<file path="src/hw/rtl/agc_sort_cell.sv">
// One cell of the insertion-sort chain: holds one key byte.
`default_nettype none
module agc_sort_cell (
  input  wire logic       clk,
  input  wire logic       clear,
  input  wire logic       ins,
  input  wire logic [7:0] new_char,
  input  wire logic       left_valid,
  input  wire logic       left_gt,
  input  wire logic [7:0] left_char,
  output logic            valid,
  output logic            gt,
  output logic [7:0]      key_char
);
  // A cell shifts its left neighbor's byte in when that neighbor exceeds the new byte,
  // takes the new byte if it is the insertion point, and otherwise keeps its byte.
  assign gt = valid && (key_char > new_char);
  always_ff @(posedge clk) begin
    if (clear) begin
      valid <= 1'b0;
    end else if (ins) begin
      if (left_gt) begin
        key_char <= left_char;
        valid    <= 1'b1;
      end else if (!valid || gt) begin
        // Only the cell right after the filled run, or one holding a larger
        // byte, is the insertion point; cells past the run stay empty.
        if (left_valid) begin
          key_char <= new_char;
          valid    <= 1'b1;
        end
      end
    end
  end
endmodule
`default_nettype wire

</file>
<file path="config.mk">
export PLATFORM = sky130hd
export DESIGN_NAME = agc_sort_cell
export DESIGN_NICKNAME = d
export VERILOG_FILES = /design/src/hw/rtl/agc_sort_cell.sv
export SDC_FILE = /design/constraint.sdc
export NUM_CORES = 1
export LEC_CHECK = 0
export BUFFER_PORTS_ARGS = -buffer_cell sky130_fd_sc_hd__buf_4
export CORE_UTILIZATION = 45
export CTS_CLUSTER_DIAMETER = 100
export DETAILED_ROUTE_END_ITERATION = 16
export PLACE_DENSITY = 0.85
export SLEW_MARGIN = 10
export SYNTH_ARGS = -nofsm -noshare
export SYNTH_HDL_FRONTEND = slang
export SYNTH_SLANG_ARGS = --single-unit
</file>
<file path="constraint.sdc">
create_clock -name clk -period 3 [get_ports clk]
set_clock_uncertainty 0.05 [all_clocks]
set_input_delay 0.6 -clock clk [delete_from_list [all_inputs] [get_ports clk]]
set_output_delay 0.6 -clock clk [all_outputs]
set_load 0.02 [all_outputs]
</file>
==> flow_metrics.py <==
metrics = {
    "power": {
        "p_comb_share_pct": 26.7,
        "ir_worst_vdd_v": 0.000265,
        "p_per_area_mw_per_mm2": 385,
        "p_int_uw": 244,
        "p_sw_uw": 91.4,
        "total_leakage_power_nw": 0.423,
        "switching_share_pct": 27.2,
        "clockPowerShare_pct": 28.3,
        "power_frac_seq_pct": 45.0,
    },
    "final_layout": {
        "antenna_cells": 0,
        "nFillCells": 91,
        "area_growth_pct": 45.2,
        "multi_input_area_um2": 302,
        "finalNonFillerCells": 109,
        "seq_area_um2": 260,
        "nNetsFinal": 125,
        "layout-drive-gt1-share_pct": 40.0,
        "fin_area_um2": 872,
    },
    "synth": {
        "ys_async_sr_fraction_pct": 0,
        "synth_edf_count": 8,
        "ys.flop_type": "edfxtp_1",
        "syn_avg_cell_area_um2": 9.85,
        "synth_nets": 90,
        "synthDistinctLibCells": 20,
        "synth_seq_cells": 9,
        "synth_cells": 61,
        "seq_area_frac_synth_pct": 43.3,
        "netlist_area_um2": 601,
        "ys.warnings.count": 0,
    },
    "timing": {
        "rsz0062_at_grt": "false",
        "fin_crit_sh_pct": 83.6,
        "min_period_ns": 2.51,
        "tightest_slew_ns": 0.358,
        "setup_tns_ns": 0,
        "fmax_mhz": 399,
        "maxSlewHeadroom_pct": 76.0,
        "finalHoldViolCount": 0,
        "worst_slack_ns": 0.493,
        "slew_viol_final": 0,
        "finalSetupViolCount": 0,
    },
    "placed_design": {
        "io_buffer_count": 30,
        "dp_cells": 105,
        "pre_cts_ws_ns": 0.500,
        "postPlaceCellArea_um2": 846,
        "gp_congestion": 0.816,
    },
    "job": {
        "drv_cap": 0,
    },
    "cts": {
        "clockBufferDepth": 2,
        "cts_tree": "done",
        "cts_num_sinks": 9,
        "cts_setup_buffers": 0,
        "cts_hold_buf": 0,
        "post_cts_resized": 0,
        "cts.htree.levels": 1,
        "insertion_delay_ns": 0.26,
        "numCtsBuffers": 3,
        "root_buffer": "clkbuf_4",
        "clk_pin_slew_worst_paths_ns": 0.07,
    },
    "global_routing": {
        "antenna_found_initial": 0,
        "grt_max_degree": 18,
        "track_usage_pct": 20.4,
        "first_global_vias": 541,
        "grt_pass1_wl_um": 2110,
        "overflow": 0,
    },
    "routing": {
        "firstDrtPassIters": 4,
        "drt_iter0_markers": 5,
        "viasPerCell": 4.97,
        "routed_wl_um": 1250,
        "drc_errors": 0,
        "ant_nets": 0,
        "wire_per_inst_um": 11.5,
        "dr_total_vias": 542,
    },
    "die": {
        "die_area_mm2": 0.00148,
        "initial_utilization_pct": 51.3,
        "die_h_um": 38.5,
        "coreArea_mm2": 0.00117,
        "die_w_um": 38.5,
        "rows": 12,
        "io-pin-count": 31,
    },
    "hold_path": {
        "hold_class": "reg2reg",
    },
    "setup_path": {
        "arrival_ns": 1.86,
        "critPathMaxFanout": 3,
        "cp-end-kind": "primary output",
        "cp_data_required_time_ns": 2.35,
        "critical_path.startpoint_type": "input port",
        "path_class": "in2out",
    },
    "outcome": {
        "status": "finished clean",
    },
}
flip-flops by register name (all words and copies together) (netlist names):
name,cells
valid,1
key_char,8
critical path, cell delays in order:
cell,delay (ns)
buf_4,0.07
inv_1,0.04
ha_1,0.33
a21oi_1,0.18
a21boi_0,0.14
o311a_1,0.34
buf_4,0.16
synth_stat cells, types with 2 or more instances:
library cell | n | area (µm²)
a21oi_1 | 3 | 15.0
edfxtp_1 | 8 | 240
ha_1 | 8 | 100
inv_1 | 9 | 33.8
nand2_1 | 7 | 26.3
nand3_1 | 2 | 10.0
nand4_1 | 2 | 12.5
nor2b_1 | 2 | 12.5
o21ai_0 | 9 | 45.0
stage by stage:
stage | utilization (%) | power, mW | hold slack (ns)
after floorplan | - | 0.200 | 0.489
after global placement | 72.2 | 0.241 | 0.417
after detailed placement | 72.2 | 0.244 | 0.420
after CTS | 74.5 | 0.339 | 0.431
after global routing | 74.5 | 0.355 | 0.445
final | 74.5 | 0.336 | 0.430
area by class of cell:
type | instances | share of cell area (%)
clock buffer | 4 | 3.01
inverter | 9 | 3.87
multi-input combinational | 42 | 34.6
sequential | 9 | 29.8
tap | 14 | 2.01
timing repair buffer | 31 | 26.7
worst paths after layout:
| kind | startpoint | to | slack, ns | depth (start not counted) |
|---|---|---|---|---|
| max reg2reg | key_char[6] | key_char[1] | 0.95 | 6 |
| min reg2reg | valid | valid | 0.43 | 2 |
| min | valid | valid | 0.43 | 2 |
| max | new_char[6] | gt | 0.49 | 7 |
cells by family after synthesis:
logic type                 Yosys count  synth area share, %
and+or+nand+nor                     16                 14.4
buffers and inverters               10                 6.46
muxes                                1                 1.87
DFF                                  9                 43.3
AOI/OAI and AO/OA                   17                 17.3
adders and majority gates            8                 16.7
placed cells by master, fill, tap and decap left out, types with 2 or more instances in the layout:
cell type and n:
a21oi_1 3, buf_4 31, clkbuf_4 3, edfxtp_1 8, ha_1 8, inv_1 9, nand2_1 7, nand3_1 2
nand4_1 2, nor2b_1 2, o21ai_0 9
power groups by stage:
| stage | Combinational [mW] | Sequential (mW) | Clock (mW) |
|---|---|---|---|
| after CTS | 0.0908 | 0.151 | 0.0968 |
| final | 0.0897 | 0.151 | 0.0949 |
| after global placement | 0.0872 | 0.153 | 0 |
| after floorplan | 0.0380 | 0.162 | 0 |
| after global routing | 0.100 | 0.151 | 0.103 |
| after detailed placement | 0.0904 | 0.154 | 0 |
routing by layer:
| metal | vias up | wire length, µm | track usage (%) |
|---|---|---|---|
| met5 | - | 0 | 0 |
| met4 | 0 | 10 | 7.76 |
| met1 | 226 | 554 | 25.9 |
| met2 | 26 | 605 | 33.8 |
| met3 | 2 | 80 | 4.07 |
| li1 | 288 | - | - |
No activity file was read; power rests on OpenSTA's default activity.
