### config.mk
export PLATFORM = sky130hd
export DESIGN_NAME = agc_ram
export DESIGN_NICKNAME = d
export VERILOG_FILES = /design/src/hw/rtl/agc_ram.sv
export SDC_FILE = /design/constraint.sdc
export NUM_CORES = 1
export LEC_CHECK = 0
export CORE_UTILIZATION = 60
export CTS_CLUSTER_DIAMETER = 120
export DETAILED_ROUTE_END_ITERATION = 8
export DONT_BUFFER_PORTS = 1
export GPL_TIMING_DRIVEN = 1
export PLACE_DENSITY = 0.76
export SYNTH_ARGS = -nofsm -noshare
export SYNTH_HDL_FRONTEND = slang
export SYNTH_SLANG_ARGS = --single-unit
export TNS_END_PERCENT = 10
### constraint.sdc
create_clock -name clk -period 3.3 [get_ports clk]
set_input_delay 0.495 -clock clk [delete_from_list [all_inputs] [get_ports clk]]
set_output_delay 0.495 -clock clk [all_outputs]
set_load 0.01 [all_outputs]
### src/hw/rtl/agc_ram.sv
// Generic single-port RAM with a registered read.
`default_nettype none
module agc_ram #(
  parameter int Width = 8,
  parameter int Depth = 64
) (
  input  wire logic                     clk,
  input  wire logic                     we,
  input  wire logic [$clog2(Depth)-1:0] addr,
  input  wire logic [Width-1:0]         wdata,
  output logic      [Width-1:0]         rdata
);
  logic [Width-1:0] mem [Depth];
  always_ff @(posedge clk) begin
    if (we) mem[addr] <= wdata;
    rdata <= mem[addr];
  end
endmodule
`default_nettype wire

==> flow_summary_export.csv, run 1 <==
group,metric,value,unit
clocking,root_buffer,"clkbuf_16",
critical_path,worstReg2RegStart,"mem[5][1]",
critical_path,cp.arrival,2.97,ns
timing,setup_viol,0,
logic_synthesis,synth_top_cell_area_share,75.2,%
floorplanning,die_h,187,um
layout,drive_above_1_share,15.7,%
power_and_ir_drop,pwr-share-seq,54.4,%
drt,top_layer,"met4",
clocking,post_cts_buffers,0,
logic_synthesis,synth_warnings,0,
logic_synthesis,synth-edff-count,512,
clocking,h-tree-depth,2,
floorplanning,fp.dieW,187,um
placed_design,port-buffer-count,0,
clocking,holdBufCountCts,0,
power_and_ir_drop,pwr-share-comb,3.6,%
drt,drtAntennaViolNets,0,
global_route,globalRoute.totalOverflow,0,
layout,fin_nets,1224,
timing,finalMaxSlewViolations,0,
global_route,grt_pass1_wl,75.5,mm
power_and_ir_drop,clkPwrFrac,41.9,%
logic_synthesis,synth_seq_area_share,76.0,%
clocking,cts-resized-gates,0,
critical_path,reg2reg_depth,5,
global_route,grt_start_max_net_pins,152,
critical_path,crit_required,3.81,ns
drt,wl_met2,23.0,mm
critical_path,r2r_slack,0.98,ns
hold_path,hp-start,"wdata[6]",
timing,fin_setup_tns,0,ns
clocking,cts_buffer_depth,3,
timing,finalWorstSetupSlack,0.842,ns
global_route,antenna_found_initial,0,
logic_synthesis,ys_ff_latch,520,
drt,wl_met1,19.7,mm
power_and_ir_drop,powerDensity,594,mW/mm^2
logic_synthesis,yosysUniqueCellTypes,56,
floorplanning,initial_core_util,61.0,%
logic_synthesis,yosys.area.top_type,"edfxtp_1",
clocking,cts_tree,"done",
timing,rsz0062_at_grt,"no",
logic_synthesis,synth_async_sr_flop_share,0,%
logic_synthesis,netlist_instances,1171,
drt,wl_per_cell,29.8,um
timing,tightestPinTransition,1.33,ns
timing,clock.fmax,407,MHz
hold_path,hold_class,"input pin to flip-flop",
critical_path,end_kind,"flip-flop",
floorplanning,ios,24,
logic_synthesis,syn-num-nets,1187,
critical_path,r2r-end,"rdata[1]",
global_route,grt_util_all_layers,29.6,%
timing,finClkSkew,0.0285,ns
clocking,cts_buffers,49,
placed_design,hpwlAfterDp,29.4,mm
layout,syn2layout_area_growth,11.2,%
drt,route.met3.wl,5.94,mm
power_and_ir_drop,sw_frac_of_total,19.7,%
run_status,status,"complete, no violations",
timing,post-route-period-util,74.5,%
logic_synthesis,avgSynthCellArea,17.5,sq um
power_and_ir_drop,leakagePower,7.35,nW
critical_path,start_kind,"input pin",
floorplanning,design.core.area,0.0335,sq mm
logic_synthesis,synth_common_cells,"edfxtp_1, nor2_1, mux2i_1",
layout,utilization,67.8,%
layout,antenna_cells,0,
critical_path,cp_max_fo,151,
drt,vias_per_cell,6.81,
hold_path,holdPathEnd,"mem[61][6]",
floorplanning,die-area,0.0348,sq mm
floorplanning,rows,67,
placed_design,place_congestion,0.919,
drt,vias,11500,
logic_synthesis,syn_area,0.0204,sq mm
timing,slew_headroom,10.0,%
drt,totalWireLength,50.4,mm
timing,period_needed,2.46,ns
job,maxCapViolations,0,
power_and_ir_drop,p_int,10.8,mW
clocking,insertion_delay,0.58,ns
hold_path,hold_depth,0,
critical_path,crit_type,"input pin to flip-flop",
drt,drt_iter0_drc,1595,
timing,final-hold-violation-count,0,
logic_synthesis,ys.flop_type,"edfxtp_1",
logic_synthesis,synth.area.top_cells,"edfxtp_1, mux4_2, mux2i_1, nor2_1, a22oi_1",
placed_design,pre_cts_ws,0.427,ns
clocking,cts.sinks,520,
clocking,clk_pin_slew,0.06,ns
global_route,grt_pass1_vias,11300,
logic_synthesis,post-synth-top-count-cell,"edfxtp_1",
power_and_ir_drop,ir_drop,0.415,mV
drt,drc_errors,0,
power_and_ir_drop,power_switching,2.65,mW
drt,dr.pass1.iters,5,
worst max-delay path: stages:
cell	delay (ns)
nor2b_1	0.70
a22oi_1	0.15
and3_1	0.26
o311ai_0	1.07
or4_1	0.22
worst max-delay path by stage:
stage / startpoint / end / slack (ns) / cells after the start
after CTS: mem[5][1] / rdata[1] / 1.04 / 5
final: addr[2] / rdata[3] / 0.84 / 5
after detailed placement: addr[0] / rdata[1] / 0.43 / 5
after global placement: addr[0] / rdata[5] / 0.49 / 5
after floorplan: addr[1] / mem[13][0] / 0.71 / 7
after global routing: addr[0] / rdata[0] / 0.95 / 6
state kept, by name (all words and copies together) (netlist names):
signal,count
mem,512
rdata,8
cell type report:
class	instances	area, sq um
Inverter	3	11.3
Multi-Input combinational cell	567	4510
Tap cell	448	561
Clock buffer	65	1350
Clock inverter	22	272
Timing Repair Buffer	67	503
Fill cell	2211	10800
Sequential cell	520	15500
through the flow:
step / hold WS (ns) / cells / power (mW) / area [sq um]
6_report: 0.0210 / 1692 / 13.5 / 22700
5_1_grt: 0.0000316 / 1692 / 13.8 / 22700
4_1_cts: 0.00425 / 1692 / 13.5 / 22700
3_5_place_dp: 0.598 / 1605 / 7.96 / 21100
3_3_place_gp: 0.598 / 1605 / 7.96 / 21100
2_1_floorplan: 0.563 / 1171 / 7.87 / 20400
power groups by stage:
stage | combinational (mW) | sequential, mW | clock (mW)
6_report | 0.490 | 7.35 | 5.66
5_1_grt | 0.508 | 7.35 | 5.94
4_1_cts | 0.478 | 7.35 | 5.69
3_5_place_dp | 0.473 | 7.49 | 0
3_3_place_gp | 0.468 | 7.49 | 0
2_1_floorplan | 0.397 | 7.47 | 0
logic make-up after synthesis:
group | count (synthesis) | share of synthesized area (%)
simple gates | 229 | 5.71
buf+inv | 84 | 1.98
flops | 520 | 76.0
mux | 116 | 8.26
compound gates | 222 | 8.08
per-layer routing:
metal	GRT usage [%]	up-vias
met5	0	-
li1	-	4815
met4	10.3	0
met3	7.26	118
met2	44.1	762
met1	43.2	5821
placed cells by master (no fill, tap or decap), drive strengths merged, types with 9 or more instances in the layout:
master,count
a221o,11
and2,10
o22ai,22
nor2,82
edfxtp,512
o221ai,9
nand3b,12
mux4,41
nand2,45
mux2i,63
a31oi,15
a22o,10
o21ai,11
clkbuf,65
buf,67
nand2b,24
a221oi,21
and3,9
a22oi,40
mux2,12
a21oi,28
o22a,11
clkinv,14
(Power assumes the default switching activity.)
==> inputs of run 2 (changes only) <==
--- a/config.mk
+++ b/config.mk
@@ -5,6 +5,7 @@
 export SDC_FILE = /design/constraint.sdc
 export NUM_CORES = 1
 export LEC_CHECK = 0
+export ABC_AREA = 1
 export CORE_UTILIZATION = 60
 export CTS_CLUSTER_DIAMETER = 120
 export DETAILED_ROUTE_END_ITERATION = 8
==> constraint.sdc (replaced) <==
create_clock -name clk -period 2.3 [get_ports clk]
set_input_delay 0.345 -clock clk [delete_from_list [all_inputs] [get_ports clk]]
set_output_delay 0.345 -clock clk [all_outputs]
set_load 0.01 [all_outputs]
==> run 2 against run 1 <==
  * Die area grew 7.7%
  * Largest cell class unchanged
  * Non-clock buffer count is 38 higher
  * First-iteration DRC count grew 13%
==> flow_summary_export.csv, run 2 <==
group,metric,value,unit
global_route,met1_usage,38.4,%
timing,setup_viol,0,
drt,drtAntennaViolNets,0,
power_and_ir_drop,leakagePower,10.4,nW
global_route,grt_pass1_wl,82.6,mm
layout,largest_reg_flops,512,
logic_synthesis,synth_seq_area_share,70.5,%
layout,syn2layout_area_growth,11.9,%
layout,drive_above_1_share,8.61,%
drt,vias_per_cell,5.49,
run_status,status,"complete, no violations",
logic_synthesis,yosys.area.top_type,"edfxtp_1",
drt,drt_iter0_drc,1806,
logic_synthesis,avgSynthCellArea,10.2,sq um
timing,final-hold-violation-count,0,
critical_path,end_kind,"flip-flop",
layout,fin_area,0.0247,sq mm
clocking,clk_pin_slew,0.06,ns
clocking,root_buffer,"clkbuf_16",
timing,rsz0062_at_grt,"no",
timing,post-route-period-util,84.4,%
power_and_ir_drop,powerDensity,803,mW/mm^2
global_route,antenna_found_initial,0,
clocking,cts_buffers,51,
timing,clock.fmax,515,MHz
drt,wl_per_cell,19.4,um
floorplanning,fp.dieW,194,um
timing,finClkSkew,0.0107,ns
floorplanning,die-area,0.0375,sq mm
global_route,top_usage_layer,"met2",
critical_path,crit_type,"input pin to flip-flop",
job,maxCapViolations,0,
drt,vias,15000,
power_and_ir_drop,ir_drop,0.610,mV
placed_design,hpwlAfterDp,29.0,mm
critical_path,start_kind,"input pin",
timing,finalWorstSetupSlack,0.358,ns
logic_synthesis,synth_common_cells,"nand2_1, edfxtp_1, nor2_1",
floorplanning,rows,69,
logic_synthesis,syn_area,0.0220,sq mm
hold_path,holdPathEnd,"mem[40][6]",
layout,nFillCells,2520,
logic_synthesis,syn-num-nets,2183,
floorplanning,ios,24,
placed_design,dpl.cell_count,2624,
placed_design,post_dp_cell_area,0.0228,sq mm
drt,drc_errors,0,
timing,period_needed,1.94,ns
critical_path,cp_max_fo,272,
layout,fin_nets,2240,
placed_design,port-buffer-count,0,
floorplanning,initial_core_util,61.5,%
clocking,cts.sinks,520,
logic_synthesis,synth_async_sr_flop_share,0,%
timing,slew_headroom,48.0,%
timing,finalMaxSlewViolations,0,
clocking,insertion_delay,0.59,ns
logic_synthesis,ys.flop_type,"edfxtp_1",
logic_synthesis,netlist_instances,2167,
hold_path,hp-start,"we",
layout,fin_cells,2726,
critical_path,reg2reg_depth,7,
timing,tightestPinTransition,0.780,ns
global_route,use_met2,46.6,%
floorplanning,die_h,194,um
layout,final_common_cell,"nand2_1",
critical_path,cp.arrival,2.47,ns
logic_synthesis,synth.area.top_cells,"edfxtp_1, nand2_1, nor2_1, buf_2, buf_6",
logic_synthesis,synth_top_cell_area_share,69.7,%
placed_design,pre_cts_ws,0.164,ns
hold_path,hold_depth,2,
critical_path,r2r-end,"rdata[6]",
layout,regMostFlops,"mem",
global_route,grt_util_all_layers,29.0,%
layout,utilization,68.8,%
layout,layout_common_cells,"nand2_1, edfxtp_1, buf_4",
drt,totalWireLength,52.9,mm
global_route,grt_pass1_vias,14800,
drt,dr.pass1.iters,5,
logic_synthesis,ys_ff_latch,520,
critical_path,worstReg2RegStart,"mem[39][6]",
logic_synthesis,post-synth-top-count-cell,"nand2_1",
critical_path,r2r_slack,0.64,ns
clocking,cts_buffer_depth,3,
clocking,cts-resized-gates,0,
hold_path,hold_class,"input pin to flip-flop",
layout,reg_top3,"mem x512, rdata x8",
clocking,cts_tree,"done",
clocking,post_cts_buffers,0,
logic_synthesis,synth-edff-count,512,
logic_synthesis,synth_warnings,0,
placed_design,place_congestion,0.933,
global_route,grt_start_max_net_pins,273,
logic_synthesis,yosysUniqueCellTypes,22,
global_route,globalRoute.totalOverflow,0,
clocking,h-tree-depth,2,
critical_path,crit_required,2.83,ns
global_route,use_met3,5.74,%
floorplanning,design.core.area,0.0358,sq mm
==> run 2: cell count changes in the layout (fill, tap and decap cells not counted), moves of 15 or more <==
cell,before,now
nand2_1,45,1384
mux2i_1,63,0
mux4_2,41,0
a22oi_1,40,0
a21oi_1,28,0
buf_4,67,94
nand2b_1,24,0
inv_1,3,25
o22ai_1,22,0
a221oi_1,21,0
a31oi_1,15,0
==> run 2: area by class of cell <==
cell class,instances,area [sq um],area share [%]
inverter,30,119,0.482
multi-input combinational,1516,5810,23.6
sequential,520,15500,63.0
tap,461,577,2.34
timing repair buffer,105,986,4.00
clock inverter,30,299,1.21
clock buffer,63,1330,5.40
antenna,1,2.50,0.0101
==> run 2: power by group <==
| part | switching [mW] | total (mW) | internal, mW |
|---|---|---|---|
| Clock | 3.44 | 8.21 | 4.77 |
| Sequential | 0.0479 | 10.5 | 10.5 |
| Combinational | 0.747 | 1.05 | 0.303 |
==> run 2: how the worst max path moves through the flow <==
| stage | start | slack [ns] | endpoint | cells after the start |
|---|---|---|---|---|
| finish | addr[0] | 0.36 | rdata[0] | 12 |
| global route | addr[0] | 0.42 | rdata[5] | 12 |
| CTS | mem[20][5] | 0.71 | rdata[5] | 10 |
| detailed placement | addr[0] | 0.16 | rdata[2] | 12 |
| global placement | addr[0] | 0.22 | rdata[2] | 12 |
| floorplan | addr[3] | -0.01 | mem[41][0] | 5 |
==> run 2: routing by layer <==
metal  part of all wire [%]  vias up
met4                    4.2        0
met2                     48      646
li1                       -     7117
met5                      0        -
met3                    9.1      132
met1                     39     7064
==> run 2: per-stage QoR <==
stage	hold slack [ns]	power, mW	TNS, ns
2_1_floorplan	0.444	11.4	-0.217
3_3_place_gp	0.451	11.5	0
3_5_place_dp	0.449	11.6	0
4_1_cts	0.0269	19.9	0
5_1_grt	0.0899	20.4	0
6_report	0.0619	19.8	0
==> run 2: cell families after synthesis <==
group / count (synthesis) / share of synthesized area, %
AOI/OAI and AO/OA: 12 / 0.329
and+or+nand+nor: 1504 / 26.0
buffers and inverters: 131 / 3.16
DFF: 520 / 70.5
==> run 2: critical path, stage by stage <==
cell	delay, ns
inv_6	0.50
buf_4	0.49
nand2_1	0.10
nand2_1	0.08
nand2_1	0.05
nand2_1	0.08
nand2_1	0.06
nand2_1	0.13
nand2_1	0.13
nand2_1	0.14
nor2_1	0.06
nand2_1	0.06
==> run 2: timing repair <==
action                     CTS  global route
setup endpoints to repair    0             0
hold endpoints to repair   512             0
hold buffers                 8             0
==> inputs of run 3 (changes only) <==
==> constraint.sdc (replaced) <==
create_clock -name clk -period 2 [get_ports clk]
set_input_delay 0.3 -clock clk [delete_from_list [all_inputs] [get_ports clk]]
set_output_delay 0.3 -clock clk [all_outputs]
set_load 0.01 [all_outputs]
==> run 3 against run 2 <==
  * Via count down 0.68%
  * Sequential cell count unchanged
  * Hold slack better by 0.0010 ns
  * First-iteration DRC count down 15%
  * Largest cell class unchanged
  * Sequential power up 15%
  * Final cell count about the same
  * Register-to-register slack worse by 0.12 ns
  * Cell area unchanged
  * Die area unchanged
  * Non-clock buffer count up 3
  * Highest routed layer unchanged
  * Clock power up 9.6%
==> flow_summary_export.csv, run 3 (synthesis gave the netlist of run 2 again) <==
group,metric,value,unit
timing,rsz0062_at_grt,"no",
placed_design,pre_cts_ws,0.243,ns
timing,post-route-period-util,73.8,%
run_status,status,"complete, no violations",
layout,fin_nets,2244,
timing,finalWorstSetupSlack,0.524,ns
timing,setup_viol,0,
clocking,clk_pin_slew,0.06,ns
critical_path,cp_max_fo,1,
clocking,cts_buffer_depth,3,
global_route,grt_pass1_wl,80.7,mm
floorplanning,die-area,0.0375,sq mm
drt,drtAntennaViolNets,0,
clocking,holdBufCountCts,8,
critical_path,start_kind,"flip-flop",
timing,final-hold-violation-count,0,
drt,vias_per_cell,5.45,
critical_path,cp.arrival,1.94,ns
timing,finClkSkew,0.0118,ns
power_and_ir_drop,leakagePower,10.4,nW
clocking,cts_tree,"done",
drt,vias,14900,
hold_path,hold_class,"input pin to flip-flop",
placed_design,dpl.cell_count,2627,
hold_path,holdPathEnd,"rdata[5]",
clocking,post_cts_buffers,0,
drt,drc_errors,0,
layout,reg_top3,"mem x512, rdata x8",
hold_path,hold_depth,6,
critical_path,end_kind,"flip-flop",
clocking,cts.sinks,520,
hold_path,hp-start,"addr[2]",
layout,nFillCells,2560,
timing,slew_headroom,76.7,%
layout,regMostFlops,"mem",
drt,dr.pass1.iters,6,
global_route,grt_util_all_layers,28.2,%
critical_path,reg2reg_depth,7,
drt,totalWireLength,51.7,mm
global_route,antenna_found_initial,0,
critical_path,r2r-end,"rdata[6]",
clocking,root_buffer,"clkbuf_16",
clocking,h-tree-depth,2,
timing,clock.fmax,678,MHz
clocking,insertion_delay,0.59,ns
global_route,globalRoute.totalOverflow,0,
power_and_ir_drop,ir_drop,0.658,mV
layout,antenna_cells,0,
power_and_ir_drop,powerDensity,906,mW/mm^2
floorplanning,initial_core_util,61.5,%
placed_design,hpwlAfterDp,28.9,mm
critical_path,crit_required,2.47,ns
floorplanning,design.core.area,0.0358,sq mm
layout,syn2layout_area_growth,11.9,%
floorplanning,fp.dieW,194,um
drt,drt_iter0_drc,1529,
floorplanning,ios,24,
critical_path,r2r_slack,0.52,ns
layout,final_common_cell,"nand2_1",
placed_design,place_congestion,0.897,
timing,tightestPinTransition,0.349,ns
drt,wl_per_cell,19.0,um
job,maxCapViolations,0,
clocking,cts_buffers,52,
critical_path,worstReg2RegStart,"mem[39][6]",
layout,layout_common_cells,"nand2_1, edfxtp_1, buf_4",
timing,period_needed,1.48,ns
critical_path,crit_type,"flip-flop to flip-flop",
floorplanning,die_h,194,um
global_route,grt_start_max_net_pins,273,
layout,drive_above_1_share,8.57,%
global_route,grt_pass1_vias,14800,
placed_design,port-buffer-count,0,
clocking,cts-resized-gates,0,
layout,largest_reg_flops,512,
floorplanning,rows,69,
layout,fin_cells,2725,
timing,finalMaxSlewViolations,0,
==> run 3: final cells by class <==
type                       count  area (sq um)  share of cell area, %
sequential                   520         15500                   63.0
multi-input combinational   1516          5810                   23.6
clock buffer                  73          1440                   5.84
timing repair buffer         108          1070                   4.34
tap                          461           577                   2.34
inverter                      30           119                  0.482
clock inverter                17           106                  0.431
==> run 3: metrics by stage <==
stage	util (%)	TNS (ns)	power [mW]	area [sq um]	hold WS (ns)
finish	68.8	0	22.3	24700	0.0629
global route	68.8	0	22.9	24700	0.0579
CTS	68.8	0	22.4	24700	0.0246
detailed placement	63.9	0	13.3	22900	0.406
global placement	63.9	0	13.3	22900	0.406
floorplan	-	-4.30	13.2	22000	0.399
==> run 3: worst max-delay path by stage <==
| stage | from | endpoint | slack, ns |
|---|---|---|---|
| final | mem[39][6] | rdata[6] | 0.52 |
| after global routing | mem[28][3] | rdata[3] | 0.43 |
| after CTS | mem[39][6] | rdata[6] | 0.57 |
| after detailed placement | addr[0] | rdata[6] | 0.24 |
| after global placement | addr[0] | rdata[6] | 0.28 |
| after floorplan | addr[3] | mem[41][0] | -0.27 |
==> run 3: worst max-delay path, cell delays in order (launching register included) <==
cell	delay, ns
edfxtp_1	0.36
or2_2	0.30
nand2_1	0.06
nand2_1	0.05
o21ai_1	0.17
nand2_1	0.07
nor2_1	0.25
nand2_1	0.11
==> run 3: per-layer routing <==
layer,vias up,wire length [um],track usage [%]
met3,122,4230,4.42
li1,7116,-,-
met5,-,0,0
met1,6993,20400,37.4
met4,0,1730,11.1
met2,626,25400,47.0
==> run 3: report_power, final <==
part | switching (mW) | total (mW) | leakage, nW | internal [mW]
Sequential | 0.0603 | 12.1 | 4.67 | 12.1
Combinational | 0.846 | 1.21 | 4.97 | 0.364
Clock | 3.89 | 9.00 | 0.762 | 5.11
Total | 4.80 | 22.3 | 10.4 | 17.5
